**src/rtl/cartesian_to_polar_with_peak_defines.svh**
```systemverilog
// Assertion helpers used by the top-level RTL file.
`ifndef CARTESIAN_TO_POLAR_WITH_PEAK_DEFINES_SVH
`define CARTESIAN_TO_POLAR_WITH_PEAK_DEFINES_SVH

// Concurrent check on an explicit clock and active-low reset.
`define C2P_ASSERT_CLK(label, clk, rst_n, prop, msg) \
  label: assert property (@(posedge clk) disable iff (!rst_n) prop) else $error(msg);

// Same, on the block clock and reset.
`define C2P_ASSERT(label, prop, msg) \
  `C2P_ASSERT_CLK(label, clk_i, rst_ni, prop, msg)

`endif

```
**src/rtl/c2p_pkg.sv**
```systemverilog
package c2p_pkg;

  localparam int unsigned SAMPLE_BITS_DEF   = 16;
  localparam int unsigned CORDIC_STAGES_DEF = 16;
  localparam int unsigned GUARD_BITS        = 16;
  localparam int unsigned MAG_BITS          = 16;
  localparam int unsigned ANGLE_BITS        = 16;
  localparam int unsigned Z_BITS            = 32;

  localparam logic [31:0] GAIN_Q32   = 32'd2608131496;
  localparam logic [31:0] HALF_TURN  = 32'h8000_0000;
  localparam logic [31:0] ANGLE_HALF = 32'h0000_8000;

  // atan(2^-i) scaled so that 2^31 is pi
  localparam logic [31:0] ATAN_TAB [32] = '{
    32'd536870912, 32'd316933406, 32'd167458907, 32'd85004756,
    32'd42667331,  32'd21354465,  32'd10679838,  32'd5340245,
    32'd2670163,   32'd1335087,   32'd667544,    32'd333772,
    32'd166886,    32'd83443,     32'd41722,     32'd20861,
    32'd10430,     32'd5215,      32'd2608,      32'd1304,
    32'd652,       32'd326,       32'd163,       32'd81,
    32'd41,        32'd20,        32'd10,        32'd5,
    32'd3,         32'd1,         32'd1,         32'd0
  };

  typedef struct packed {
    logic valid;
    logic zero;
    logic last;
  } c2p_ctrl_t;

endpackage

```
**src/rtl/c2p_gain.sv**
```systemverilog
// CORDIC gain compensation: two 32x32 partial products, then sum, round, saturate; a zero sample reads 0.
module c2p_gain import c2p_pkg::*; #(
  parameter int unsigned W = 34
) (
  input  logic                  clk_i,
  input  logic                  rst_ni,
  input  logic                  en_i,
  input  c2p_ctrl_t             ctrl_i,
  input  logic signed [W-1:0]   x_i,
  input  logic [ANGLE_BITS-1:0] ang_i,
  output c2p_ctrl_t             ctrl_o,
  output logic [MAG_BITS-1:0]   mag_o,
  output logic [ANGLE_BITS-1:0] ang_o
);

  c2p_ctrl_t             ctrl1_q, ctrl2_q;
  logic [63:0]           ux;
  logic [63:0]           lo_g_q, hi_g_q;
  logic [63:0]           prod, rnd;
  logic [MAG_BITS-1:0]   mag_d, mag_q;
  logic [ANGLE_BITS-1:0] ang1_q, ang2_q;

  // x is never negative after vectoring
  assign ux = 64'(x_i);

  // x*G >> 32 split as hi*G + (lo*G >> 32)
  assign prod = hi_g_q + (lo_g_q >> 32);
  assign rnd  = prod + 64'(1 << (GUARD_BITS - 1));

  always_comb begin
    if (ctrl1_q.zero) begin
      mag_d = '0;
    end else if (|rnd[63:GUARD_BITS+MAG_BITS]) begin
      mag_d = '1;
    end else begin
      mag_d = rnd[GUARD_BITS +: MAG_BITS];
    end
  end

  always_ff @(posedge clk_i or negedge rst_ni) begin
    if (!rst_ni) begin
      ctrl1_q <= '0;
      ctrl2_q <= '0;
    end else if (en_i) begin
      ctrl1_q <= ctrl_i;
      ctrl2_q <= ctrl1_q;
    end
  end

  always_ff @(posedge clk_i) begin
    if (en_i) begin
      lo_g_q <= 64'(ux[31:0]) * 64'(GAIN_Q32);
      hi_g_q <= 64'(ux[63:32]) * 64'(GAIN_Q32);
      ang1_q <= ang_i;
      mag_q  <= mag_d;
      ang2_q <= ang1_q;
    end
  end

  assign ctrl_o = ctrl2_q;
  assign mag_o  = mag_q;
  assign ang_o  = ang2_q;

endmodule
```
**config.mk**
```make
export PLATFORM = sky130hd
export DESIGN_NAME = c2p_gain
export DESIGN_NICKNAME = d
export VERILOG_FILES = /design/src/rtl/cartesian_to_polar_with_peak_defines.svh /design/src/rtl/c2p_pkg.sv /design/src/rtl/c2p_gain.sv
export SDC_FILE = /design/constraint.sdc
export NUM_CORES = 1
export LEC_CHECK = 0
export ABC_AREA = 1
export ABC_CLOCK_PERIOD_IN_PS = 9050
export BUFFER_PORTS_ARGS = -buffer_cell sky130_fd_sc_hd__clkbuf_2
export CORE_MARGIN = 8
export CORE_UTILIZATION = 40
export CTS_CLUSTER_SIZE = 10
export DETAILED_ROUTE_END_ITERATION = 8
export MAX_ROUTING_LAYER = met4
export PLACE_DENSITY = 0.56
export SLEW_MARGIN = 20
export SYNTH_ARGS = -nofsm -noshare
export SYNTH_HDL_FRONTEND = slang
export SYNTH_SLANG_ARGS = --single-unit
```
**constraint.sdc**
```tcl
create_clock -name clk_i -period 9.05 [get_ports clk_i]
set_clock_uncertainty 0.15 [all_clocks]
set_input_delay 1.81 -clock clk_i [delete_from_list [all_inputs] [get_ports clk_i]]
set_output_delay 1.81 -clock clk_i [all_outputs]
set_load 0.02 [all_outputs]
```
==> impl_metrics.yaml <==
hold_path:
  hp-class: "reg -> reg"
  worstHoldPathCells: 0
yosys:
  synth_warnings: 0
  syn-mean-instance-area_um2: 9.17
  yosysUniqueCellTypes: 41
  synth_area_leaders: "fa_1, ha_1, inv_1"
  synth.yosys.seq_area_share: 0.114
  syn_area_um2: 24700
  syn_nets: 3635
  netlist_instances: 2697
  synth_top_area_share: 0.370
  synth_seq_cells: 95
  synth_area_leader_cell: "fa_1"
drt:
  drtIter0Drc: 766
  dr_total_vias: 17300
  wl_per_cell_um: 18.7
  viasPerCell: 4.76
  ant_nets: 0
  first_pass_iters: 5
  route.final.wire_length_um: 67900
  drc: 0
layout:
  antenna_cells: 0
  nets: 3770
  layout_commonest_cell: "inv_1"
  drive_gt1_frac: 0.0670
  final_cell_mix: "inv_1, fa_1, ha_1"
  areaGrowthSynthToFinish_pct: 8.06
run_status:
  outcome: "completed"
sta:
  relSlewSlack: 0.409
  hold_viol: 0
  finalCritPeriodShare: 0.933
  setup_viol: 0
  setup_tns_ns: 0
  rsz0062_at_grt: "false"
  finalCriticalPeriod_ns: 8.44
  max_freq_ghz: 0.118
  drv_slew: 0
  worstMarginPinSlew_ns: 0.886
worst_setup_path:
  start_kind: "primary input"
  critPathSlowestCell: "fa_1"
  cp.buffers_inverters: 8
  required_ns: 9.01
  cp.arrival_ns: 8.41
  cpPeakStageDelay_ns: 0.54
  critPathKind: "in -> reg"
  end_kind: "flop"
  worstPathCellList: "clkbuf_2 > inv_1 > fa_1 > fa_1 > inv_1 > fa_1 > inv_1 > fa_1 > inv_1 > fa_1 > fa_1 > fa_1 > inv_1 > fa_1 > inv_1 > ha_1 > nand2_1 > nor2_1 > inv_1 > nor4_1 > nand3_1 > nand3_1 > a21oi_1 > xnor2_1"
  path_depth: 24
  crit_top_cell: "fa_1"
  reg2reg_depth: 14
  path_max_fanout: 7
  crit_family: "adder cells"
grt:
  antenna_found_initial: 0
  grt_max_degree: 71
  grt_pass1_vias: 19300
  grt_pass1_wl_um: 108000
  gr-total-overflow: 0
  grt_usage: 0.205
clock_network:
  insertion_delay_ns: 0.36
  postCtsSetupBuffers: 0
  clk_pin_slew_worst_paths_ns: 0.08
  cts.sinks: 95
  root_buffer: "clkbuf_16"
  htree_levels: 3
  cts_tree: "built"
  ctsHoldBuffers: 0
  cts_resized: 0
  clk_path_buf_depth: 2
  numCtsBuffers: 9
die:
  initial_core_util: 0.402
  dieArea_um2: 70100
  die_width_um: 265
  core-area_um2: 61500
  die_y_um: 265
  placementRows: 91
  pin_count: 91
run:
  max_cap_viol_count: 0
placement:
  place.gp.congestion: 0.956
  port_buffers: 90
  dp_hpwl_um: 62400
==> cell families after synthesis <==
logic type	count (synthesis)	synth area share
AOI/OAI and AO/OA	252	0.0591
xor gates and xnor gates	46	0.0163
adders and majority gates	882	0.585
buffers and inverters	881	0.134
DFF	95	0.114
and+or+nand+nor	541	0.0916
==> stage by stage <==
step	setup slack [ns]	instances	util	instance area, um2	hold slack, ns
after floorplan	1.16	2697	-	24700	0.250
after global placement	0.278	3611	0.430	26400	0.250
after detailed placement	0.212	3611	0.430	26400	0.256
after CTS	0.595	3627	0.435	26700	0.274
after global routing	0.234	3627	0.435	26700	0.283
final	0.605	3627	0.435	26700	0.273
==> final timing paths <==
check | slack (ns) | end | from
worst max-delay path | 0.61 | lo_g_q[57] | x_i[12]
worst min-delay path | 0.27 | ang_o[2] | ang1_q[2]
worst max register to register | 5.54 | mag_o[15] | hi_g_q[31]
worst min register to register | 0.27 | ang_o[2] | ang1_q[2]
max in group asynchronous | 7.48 | ctrl_o[1] | rst_ni
min in group asynchronous | 1.12 | ctrl_o[2] | rst_ni
==> metal layers <==
| layer | vias to the layer above | part of all wire | global-route usage |
|---|---|---|---|
| met5 | - | 0 | - |
| met4 | 0 | 0.018 | 0.0367 |
| met3 | 55 | 0.048 | 0.0356 |
| met2 | 294 | 0.48 | 0.343 |
| met1 | 8499 | 0.46 | 0.265 |
| li1 | 8421 | - | - |
==> cell type report <==
| cell class | count | area (um2) |
|---|---|---|
| flip-flops and latches | 95 | 2820 |
| inverters | 877 | 3290 |
| multi-input cells | 1721 | 18600 |
| clock buffers | 9 | 225 |
| clock inverters | 7 | 73.8 |
| fillers | 6161 | 34700 |
| repair buffers | 128 | 738 |
| well taps | 790 | 988 |
==> cells in the mapped netlist (all sizes together) <==
cell type  instances
a21o              17
inv              877
nand2            311
a21oi            126
o21a               4
xnor2             19
nand3             51
or2                1
nor3              10
ha               425
a31oi             19
edfxtp            89
nand3b             3
nor2             144
nor3b              1
o211a              1
a221oi             1
and2               1
and3               7
buf                1
a21boi             4
fa               457
o22ai              1
o211ai             2
xor2              27
dfrtp              6
nand4              5
a32o               1
o21bai            17
o21ai             56
a211oi             1
clkbuf             3
nor4               7
o2111ai            2
==> flip-flops by register name, summed over array words and instances (netlist names) <==
signal / cells
ctrl1_q: 3
ang1_q: 16
hi_g_q: 12
ang_o: 16
lo_g_q: 29
ctrl_o: 3
mag_o: 16
Power is left out: the tool's default activity adds up to more than one toggle a clock period on the data nets, which glitch-free logic cannot reach.
