$ cat config.mk
export PLATFORM = sky130hd
export DESIGN_NAME = c2p_cell
export DESIGN_NICKNAME = d
export VERILOG_FILES = /design/src/rtl/cartesian_to_polar_with_peak_defines.svh /design/src/rtl/c2p_pkg.sv /design/src/rtl/c2p_cell.sv
export SDC_FILE = /design/constraint.sdc
export NUM_CORES = 1
export LEC_CHECK = 0
export BUFFER_PORTS_ARGS = -buffer_cell sky130_fd_sc_hd__buf_2
export CORE_UTILIZATION = 58
export DETAILED_ROUTE_END_ITERATION = 8
export HOLD_SLACK_MARGIN = 0.03
export PLACE_DENSITY_LB_ADDON = 0.08
export SLEW_MARGIN = 15
export SYNTH_ARGS = -nofsm -noshare
export SYNTH_HDL_FRONTEND = slang
export SYNTH_SLANG_ARGS = --single-unit
$ cat constraint.sdc
create_clock -name clk_i -period 1.4 [get_ports clk_i]
set_input_delay 0.07 -clock clk_i [delete_from_list [all_inputs] [get_ports clk_i]]
set_output_delay 0.07 -clock clk_i [all_outputs]
set_load 0.05 [all_outputs]
$ cat src/rtl/cartesian_to_polar_with_peak_defines.svh
// Assertion helpers used by the top-level RTL file.
`ifndef CARTESIAN_TO_POLAR_WITH_PEAK_DEFINES_SVH
`define CARTESIAN_TO_POLAR_WITH_PEAK_DEFINES_SVH

// Concurrent check on an explicit clock and active-low reset.
`define C2P_ASSERT_CLK(label, clk, rst_n, prop, msg) \
  label: assert property (@(posedge clk) disable iff (!rst_n) prop) else $error(msg);

// Same, on the block clock and reset.
`define C2P_ASSERT(label, prop, msg) \
  `C2P_ASSERT_CLK(label, clk_i, rst_ni, prop, msg)

`endif

$ cat src/rtl/c2p_pkg.sv
package c2p_pkg;

  localparam int unsigned SAMPLE_BITS_DEF   = 16;
  localparam int unsigned CORDIC_STAGES_DEF = 16;
  localparam int unsigned GUARD_BITS        = 16;
  localparam int unsigned MAG_BITS          = 16;
  localparam int unsigned ANGLE_BITS        = 16;
  localparam int unsigned Z_BITS            = 32;

  localparam logic [31:0] GAIN_Q32   = 32'd2608131496;
  localparam logic [31:0] HALF_TURN  = 32'h8000_0000;
  localparam logic [31:0] ANGLE_HALF = 32'h0000_8000;

  // atan(2^-i) scaled so that 2^31 is pi
  localparam logic [31:0] ATAN_TAB [32] = '{
    32'd536870912, 32'd316933406, 32'd167458907, 32'd85004756,
    32'd42667331,  32'd21354465,  32'd10679838,  32'd5340245,
    32'd2670163,   32'd1335087,   32'd667544,    32'd333772,
    32'd166886,    32'd83443,     32'd41722,     32'd20861,
    32'd10430,     32'd5215,      32'd2608,      32'd1304,
    32'd652,       32'd326,       32'd163,       32'd81,
    32'd41,        32'd20,        32'd10,        32'd5,
    32'd3,         32'd1,         32'd1,         32'd0
  };

  typedef struct packed {
    logic valid;
    logic zero;
    logic last;
  } c2p_ctrl_t;

endpackage

$ cat src/rtl/c2p_cell.sv
// One CORDIC vectoring micro-rotation, registered.
module c2p_cell import c2p_pkg::*; #(
  parameter int unsigned W     = 34,
  parameter int unsigned STAGE = 0
) (
  input  logic                clk_i,
  input  logic                rst_ni,
  input  logic                en_i,
  input  c2p_ctrl_t           ctrl_i,
  input  logic signed [W-1:0] x_i,
  input  logic signed [W-1:0] y_i,
  input  logic [Z_BITS-1:0]   z_i,
  output c2p_ctrl_t           ctrl_o,
  output logic signed [W-1:0] x_o,
  output logic signed [W-1:0] y_o,
  output logic [Z_BITS-1:0]   z_o
);

  c2p_ctrl_t           ctrl_q;
  logic signed [W-1:0] x_q, x_d, y_q, y_d, dx, dy;
  logic [Z_BITS-1:0]   z_q, z_d;

  assign dx = y_i >>> STAGE;
  assign dy = x_i >>> STAGE;

  always_comb begin
    if (!y_i[W-1]) begin
      x_d = x_i + dx;
      y_d = y_i - dy;
      z_d = z_i + ATAN_TAB[STAGE];
    end else begin
      x_d = x_i - dx;
      y_d = y_i + dy;
      z_d = z_i - ATAN_TAB[STAGE];
    end
  end

  always_ff @(posedge clk_i or negedge rst_ni) begin
    if (!rst_ni) begin
      ctrl_q <= '0;
    end else if (en_i) begin
      ctrl_q <= ctrl_i;
    end
  end

  always_ff @(posedge clk_i) begin
    if (en_i) begin
      x_q <= x_d;
      y_q <= y_d;
      z_q <= z_d;
    end
  end

  assign ctrl_o = ctrl_q;
  assign x_o    = x_q;
  assign y_o    = y_q;
  assign z_o    = z_q;

endmodule

==> impl_metrics.py, run 1 <==
metrics = {
    "synthesis": {
        "synth_edf_count": 99,
        "ys_ff_latch": 102,
        "yosys.cell_count.top_type": "a21oi_1",
        "yosysTopAreaCellShare_pct": 32.9,
        "synth_fp_nets": 1227,
        "ys_types": 81,
        "ys.flop_type": "edfxtp_1",
        "syn_area_um2": 9040,
        "synth-async-reset-ratio_pct": 2.94,
        "syn_area_per_cell_um2": 8.88,
        "postSynthCellCount": 1018,
        "yosys_warnings": 0,
        "synth.cells.most_frequent": "119 x a21oi_1, 99 x edfxtp_1, 99 x ha_1",
        "ys_top_cells_by_area": "edfxtp_1 33%, ha_1 14%, a21oi_1 6.6%",
        "ys_seq_area_share_pct": 33.7,
        "yosysTopAreaCell": "edfxtp_1",
    },
    "clock_network": {
        "ctsHoldBuffers": 33,
        "clockBufferDepth": 2,
        "cts.sinks": 102,
        "post_cts_resized": 247,
        "root_buffer": "clkbuf_16",
        "cts_setup_buffers": 37,
        "cts_made_buffers": 9,
        "htree_levels": 3,
    },
    "die": {
        "rows": 45,
        "pin_count": 209,
        "start_util_pct": 59.5,
        "die_y_um": 127,
        "die-width_um": 127,
    },
    "place": {
        "dpl.hpwl_mm": 28.2,
        "place_ws_ns": -1.51,
        "placed_cell_area_um2": 13100,
        "place_congestion": 0.988,
        "portBuffers": 208,
    },
    "status": {
        "lastStage": "clock tree synthesis (4_1_cts)",
        "error_line": "[ERROR DPL-0033] detailed placement checks failed during check placement.",
        "status": "aborted with a tool error",
    },
}
==> stage by stage <==
| stage | std cells | util [%] |
|---|---|---|
| 3_5_place_dp | 1693 | 86.1 |
| 3_3_place_gp | 1693 | 86.1 |
| 2_1_floorplan | 1018 | - |
==> cell families after synthesis <==
kind of cell               share of synthesized area (%)
xor gates and xnor gates                            6.39
and+or+nand+nor                                     12.7
adders and majority gates                           14.6
buffers and inverters                               6.96
AOI/OAI and AO/OA                                   24.0
DFF                                                 33.7
muxes                                               1.59
==> inputs of run 2 (changes only) <==
--- a/config.mk
+++ b/config.mk
@@ -6,10 +6,9 @@
 export NUM_CORES = 1
 export LEC_CHECK = 0
 export BUFFER_PORTS_ARGS = -buffer_cell sky130_fd_sc_hd__buf_2
-export CORE_UTILIZATION = 58
+export CORE_UTILIZATION = 40
 export DETAILED_ROUTE_END_ITERATION = 8
-export HOLD_SLACK_MARGIN = 0.03
-export PLACE_DENSITY_LB_ADDON = 0.08
+export PLACE_DENSITY_LB_ADDON = 0.15
 export SLEW_MARGIN = 15
 export SYNTH_ARGS = -nofsm -noshare
 export SYNTH_HDL_FRONTEND = slang
==> run 2 against run 1 <==
  * The flow now finishes, with violations (DRC, setup timing)
  * Area after synthesis did not move
  * Synthesized cell count did not move
==> impl_metrics.py, run 2 <==
metrics = {
    "clock_network": {
        "cts_tree": "done",
        "htree_levels": 3,
        "clockBufferDepth": 2,
        "clkTransAtPathRegs_ns": 0.07,
        "clk_latency_ns": 0.35,
        "root_buffer": "clkbuf_16",
        "cts.sinks": 102,
        "cts_made_buffers": 9,
    },
    "sta": {
        "fin_crit_sh_pct": 172,
        "fin_worst_skew_ns": 0,
        "worst_hold_slack_ns": 0.0204,
        "fin_ws_ns": -1.01,
        "slew_headroom_pct": 58.6,
        "rsz0062_at_grt": "yes",
        "finalSetupViolations": 58,
        "max_freq_mhz": 415,
        "final.min_clock_period_ns": 2.41,
        "worstMarginPinSlew_ns": 0.615,
        "finalMaxSlewViolations": 0,
        "final_hold_viol_count": 0,
    },
    "worst_setup_path": {
        "r2r_start": "ctrl_o[1]",
        "rr_worst_depth": 1,
        "endpoint_kind": "flip-flop",
        "path_common_cell": "a21oi_2",
        "crit_required_ns": 1.49,
        "startpoint": "y_i[0]",
        "reg2reg_slack_ns": 0.63,
        "slowest_delay_ns": 0.34,
        "cp-start-kind": "primary input",
        "crit_arrival_ns": 2.50,
        "worstPathMaxFanout": 3,
        "setup.worst_path.class": "primary input to flip-flop",
        "crit_chain": "buf_8 -> buf_6 -> ha_4 -> fa_2 -> nand2b_4 -> a211oi_4 -> o211a_1 -> a21oi_2 -> o41ai_2 -> buf_4 -> a21oi_2 -> nor2_1 -> a21oi_1 -> xnor2_1",
        "r2r_end": "ctrl_o[1]",
        "critical-path-slowest-cell": "fa_2",
    },
    "synthesis": {
        "yosysTopAreaCell": "edfxtp_1",
        "syn_area_um2": 9040,
        "synth_edf_count": 99,
        "synth_fp_nets": 1227,
        "ys_ff_latch": 102,
        "synth-async-reset-ratio_pct": 2.94,
        "ys_top_cells_by_area": "edfxtp_1 33%, ha_1 14%, a21oi_1 6.6%",
        "yosys.cell_count.top_type": "a21oi_1",
        "syn_area_per_cell_um2": 8.88,
        "yosysTopAreaCellShare_pct": 32.9,
        "postSynthCellCount": 1018,
        "ys_seq_area_share_pct": 33.7,
        "ys.flop_type": "edfxtp_1",
        "ys_types": 81,
        "yosys_warnings": 0,
        "synth.cells.most_frequent": "119 x a21oi_1, 99 x edfxtp_1, 99 x ha_1",
    },
    "die": {
        "pin_count": 209,
        "dieArea_um2": 23200,
        "die_y_um": 152,
        "core_area_um2": 22000,
        "die-width_um": 152,
        "start_util_pct": 41.1,
        "rows": 54,
    },
    "place": {
        "place_ws_ns": -1.54,
        "place_congestion": 0.932,
        "dpl.hpwl_mm": 25.3,
        "portBuffers": 208,
        "placed_cell_area_um2": 13200,
    },
    "finish": {
        "final_common_cell": "buf_4",
        "final_area_um2": 15700,
        "nFillCells": 1654,
        "antennaDiodeCount": 0,
        "fin_nets": 1808,
        "areaGrowthSynthToFinish_pct": 73.8,
        "final_cell_mix": "333 x buf_4, 190 x buf_2, 99 x edfxtp_1",
        "drive_above_1_share_pct": 54.4,
        "largest_register_ffs": 34,
    },
    "hold_path": {
        "hold_start": "z_i[29]",
        "hp-class": "primary input to flip-flop",
        "min_path_cells": 2,
        "holdPathEnd": "z_o[29]",
    },
    "global_routing": {
        "track_usage_pct": 27.9,
        "grt_max_degree": 37,
        "grt_pass1_wl_mm": 51.0,
        "antenna_found_initial": 0,
        "overflow": 0,
        "grt_pass1_vias": 9552,
    },
    "routing": {
        "initialDrtViolationCount": 745,
        "wl_per_cell_um": 17.9,
        "vias": 9849,
        "drc": 27,
        "wl_mm": 33.8,
        "ant_nets": 0,
        "vias_per_cell": 5.23,
        "dr.pass1.iters": 7,
    },
    "power": {
        "powerDensity_nw_per_um2": 917,
        "peakVddDrop_mv": 0.538,
        "power.leakage_nw": 7.05,
        "finalPower_mw": 14.4,
    },
    "status": {
        "status": "complete, but fails checks",
        "violations": "DRC, setup timing",
    },
    "flow_run": {
        "maxCapViolations": 0,
    },
}
==> run 2: cell counts after synthesis <==
Identical to the previous run, type by type.
==> run 2: cell families (layout without fill, tap and decap cells) <==
logic type,count (synthesis),count (layout),share of synthesized area [%]
AO/OA/AOI/OAI,335,335,24.0
XOR/XNOR,66,66,6.39
adder cells (fa/ha/maj),103,103,14.6
buffers and inverters,154,740,6.96
flip-flops,102,102,33.7
multiplexers,14,14,1.59
AND/OR/NAND/NOR,244,244,12.7
==> run 2: worst max path at each step <==
| stage | end | slack [ns] | cells past startpoint |
|---|---|---|---|
| floorplan | x_o[32] | -1.00 | 11 |
| global placement | x_o[32] | -1.45 | 12 |
| detailed placement | x_o[32] | -1.54 | 12 |
| CTS | x_o[32] | -0.94 | 12 |
| global route | x_o[26] | -1.06 | 15 |
| finish | x_o[26] | -1.01 | 14 |
==> run 2: area by class of cell <==
| cell class | instances | area [um^2] | area share (%) |
|---|---|---|---|
| clock buffer | 9 | 225 | 1.43 |
| multi-input combinational | 762 | 6950 | 44.3 |
| clock inverter | 7 | 73.8 | 0.470 |
| timing repair buffer | 617 | 4600 | 29.3 |
| inverter | 107 | 457 | 2.91 |
| sequential | 102 | 3050 | 19.4 |
| tap | 280 | 350 | 2.23 |
==> run 2: layer usage <==
| metal | wire length (um) | GRT usage (%) | vias up |
|---|---|---|---|
| met5 | 0 | 0 | - |
| met4 | 539 | 6.07 | 0 |
| met3 | 1770 | 3.58 | 37 |
| met2 | 17200 | 50.4 | 324 |
| met1 | 14300 | 35.4 | 4698 |
| li1 | - | - | 4790 |
==> run 2: where the power goes <==
| part | switching, mW | internal (mW) |
|---|---|---|
| Combinational | 4.54 | 3.17 |
| Sequential | 0.114 | 3.91 |
| Clock | 1.41 | 1.27 |
| Total | 6.06 | 8.35 |
==> run 2: critical path: cells and delay by family <==
| family | cells | cell delay (ns) |
|---|---|---|
| and+or+nand+nor | 2 | 0.25 |
| buffers and inverters | 3 | 0.42 |
| xor gates and xnor gates | 1 | 0.15 |
| adders and majority gates | 2 | 0.50 |
| AOI/OAI and AO/OA | 6 | 1.10 |
==> run 2: per-stage QoR <==
step                      utilization, %  setup TNS (ns)  std cells
after floorplan                        -          -35.15       1018
after global placement              59.9          -64.87       1785
after detailed placement            59.9          -66.93       1785
after CTS                           67.7          -34.59       1857
after global routing                71.3          -40.99       1884
final                               71.3          -37.39       1884
==> run 2: timing repair <==
action | 4_1_cts | 5_1_grt
gates cloned | 0 | 0
resized for setup | 216 | 131
endpoints found under the setup margin | 60 | 59
buffers inserted | 27 | 33
hold buffers | 33 | 0
endpoints found under the hold margin | 35 | 0
pin swaps | 96 | 70
(Power assumes the default switching activity.)
==> inputs of run 3 (changes only) <==
--- a/config.mk
+++ b/config.mk
@@ -9,6 +9,8 @@
 export CORE_UTILIZATION = 40
 export DETAILED_ROUTE_END_ITERATION = 8
 export PLACE_DENSITY_LB_ADDON = 0.15
+export REMOVE_ABC_BUFFERS = 1
+export SKIP_CTS_REPAIR_TIMING = 1
 export SLEW_MARGIN = 15
 export SYNTH_ARGS = -nofsm -noshare
 export SYNTH_HDL_FRONTEND = slang
==> constraint.sdc (replaced) <==
create_clock -name clk_i -period 1.4 [get_ports clk_i]
set_input_delay 0.28 -clock clk_i [delete_from_list [all_inputs] [get_ports clk_i]]
set_output_delay 0.28 -clock clk_i [all_outputs]
set_load 0.05 [all_outputs]
==> run 3 against run 2 <==
  * The flow still finishes with violations (DRC, setup timing)
  * Combinational power decreased by 8.2%
  * Total power decreased by 3.5%
  * Core utilization decreased by 5.0 points
  * Routed wire length about the same
  * Via count decreased by 1.9%
  * Critical endpoint is now y_o[20]
==> impl_metrics.py, run 3 (synthesized netlist as in run 2, its figures left out) <==
metrics = {
    "global_routing": {
        "antenna_found_initial": 0,
        "track_usage_pct": 27.6,
        "overflow": 0,
        "grt_pass1_vias": 9462,
        "grt_max_degree": 35,
        "grt_pass1_wl_mm": 50.0,
    },
    "finish": {
        "fin_cells": 1837,
        "utilization_pct": 66.3,
        "drive_above_1_share_pct": 51.0,
        "final_common_cell": "buf_4",
        "fin_nets": 1761,
        "areaGrowthSynthToFinish_pct": 61.5,
        "largest_register_ffs": 34,
        "antennaDiodeCount": 0,
        "nFillCells": 1868,
        "final_cell_mix": "344 x buf_4, 200 x buf_2, 99 x edfxtp_1",
    },
    "power": {
        "power.leakage_nw": 6.68,
        "finalPower_mw": 13.9,
        "peakVddDrop_mv": 0.712,
        "powerDensity_nw_per_um2": 952,
    },
    "routing": {
        "wl_met2_mm": 16.8,
        "vias_per_cell": 5.26,
        "drc": 25,
        "wl_mm": 33.8,
        "wl_met1_mm": 14.4,
        "dr_wl_met3_mm": 1.80,
        "vias": 9665,
        "wl_per_cell_um": 18.4,
        "ant_nets": 0,
        "dr.pass1.iters": 7,
        "top_layer": "met4",
        "initialDrtViolationCount": 620,
    },
    "sta": {
        "finalMaxSlewViolations": 0,
        "setup_tns_ns": -52.04,
        "slew_headroom_pct": 59.0,
        "final.min_clock_period_ns": 2.59,
        "final_hold_viol_count": 0,
        "finalSetupViolations": 62,
        "fin_ws_ns": -1.19,
        "max_freq_mhz": 387,
        "worstMarginPinSlew_ns": 0.609,
        "fin_crit_sh_pct": 185,
        "fin_worst_skew_ns": 0,
        "worst_hold_slack_ns": 0.0800,
        "rsz0062_at_grt": "yes",
    },
    "clock_network": {
        "clkTransAtPathRegs_ns": 0.09,
        "cts.sinks": 102,
        "clk_latency_ns": 0.36,
        "cts_made_buffers": 9,
        "root_buffer": "clkbuf_16",
        "cts_tree": "done",
        "htree_levels": 3,
        "clockBufferDepth": 2,
    },
    "die": {
        "dieArea_um2": 23200,
        "die_y_um": 152,
        "core_area_um2": 22000,
        "rows": 54,
        "start_util_pct": 41.1,
        "pin_count": 209,
        "die-width_um": 152,
    },
    "flow_run": {
        "maxCapViolations": 0,
    },
    "place": {
        "dp.cells": 1800,
        "place_congestion": 0.960,
        "portBuffers": 208,
        "dpl.hpwl_mm": 26.9,
    },
    "status": {
        "violations": "DRC, setup timing",
        "status": "complete, but fails checks",
    },
    "worst_setup_path": {
        "crit_required_ns": 1.52,
        "startpoint": "y_i[0]",
        "cp-start-kind": "primary input",
        "r2r_start": "ctrl_o[1]",
        "reg2reg_slack_ns": 0.66,
        "worstPathMaxFanout": 4,
        "crit_arrival_ns": 2.71,
        "setup.worst_path.class": "primary input to flip-flop",
        "endpoint_kind": "flip-flop",
    },
    "hold_path": {
        "hold_start": "z_i[25]",
        "hp-class": "primary input to flip-flop",
    },
}
[run 3: cell types whose count changed in the layout (fill, tap and decap cells not counted), sizes merged]
cell	change
dlygate4sd3	-32
buf	-15
bufinv	+1
clkinvlp	-1
clkinv	+2
inv	-2
[run 3: worst max-delay path, cell delays in order]
cell     delay [ns]
buf_8          0.10
ha_4           0.16
fa_2           0.34
nor2b_4        0.13
o21a_1         0.21
o21ai_2        0.21
a31oi_4        0.12
buf_4          0.17
o21a_1         0.18
a21o_1         0.25
a41oi_2        0.20
buf_4          0.15
o21ai_2        0.05
xnor2_1        0.14
[run 3: worst paths after layout]
check                             to  depth (start not counted)
min                          z_o[25]                          1
min reg2reg                ctrl_o[0]                          1
max                          y_o[20]                         14
min in group asynchronous  ctrl_o[2]                          2
max reg2reg                ctrl_o[1]                          1
max in group asynchronous  ctrl_o[0]                          2
[run 3: area by class of cell]
| cell class | count | area (um^2) | area share [%] |
|---|---|---|---|
| clock buffers | 9 | 225 | 1.54 |
| clock inverters | 7 | 93.8 | 0.643 |
| inverters | 107 | 407 | 2.78 |
| multi-input cells | 762 | 6550 | 44.8 |
| flip-flops and latches | 102 | 3050 | 20.9 |
| well taps | 280 | 350 | 2.40 |
| repair buffers | 570 | 3930 | 26.9 |
[run 3: power by group]
part	total, mW	switching [mW]	leakage [nW]	internal, mW
Combinational	7.07	4.31	5.53	2.76
Clock	2.78	1.35	0.152	1.44
Sequential	4.05	0.136	1.00	3.92
Total	13.9	5.79	6.68	8.12
[run 3: per-layer routing]
metal  vias to the layer above  track usage [%]
met4                         0             9.23
met2                       332             48.5
met1                      4590             34.8
li1                       4689                -
met5                         -                0
met3                        54             3.87
[run 3: per-stage QoR]
step                cell area, um^2  worst slack (ns)
floorplan                      8810             -1.43
global placement              12800             -1.79
detailed placement            12800             -1.80
CTS                           13200             -1.43
global route                  14600             -1.28
finish                        14600             -1.19
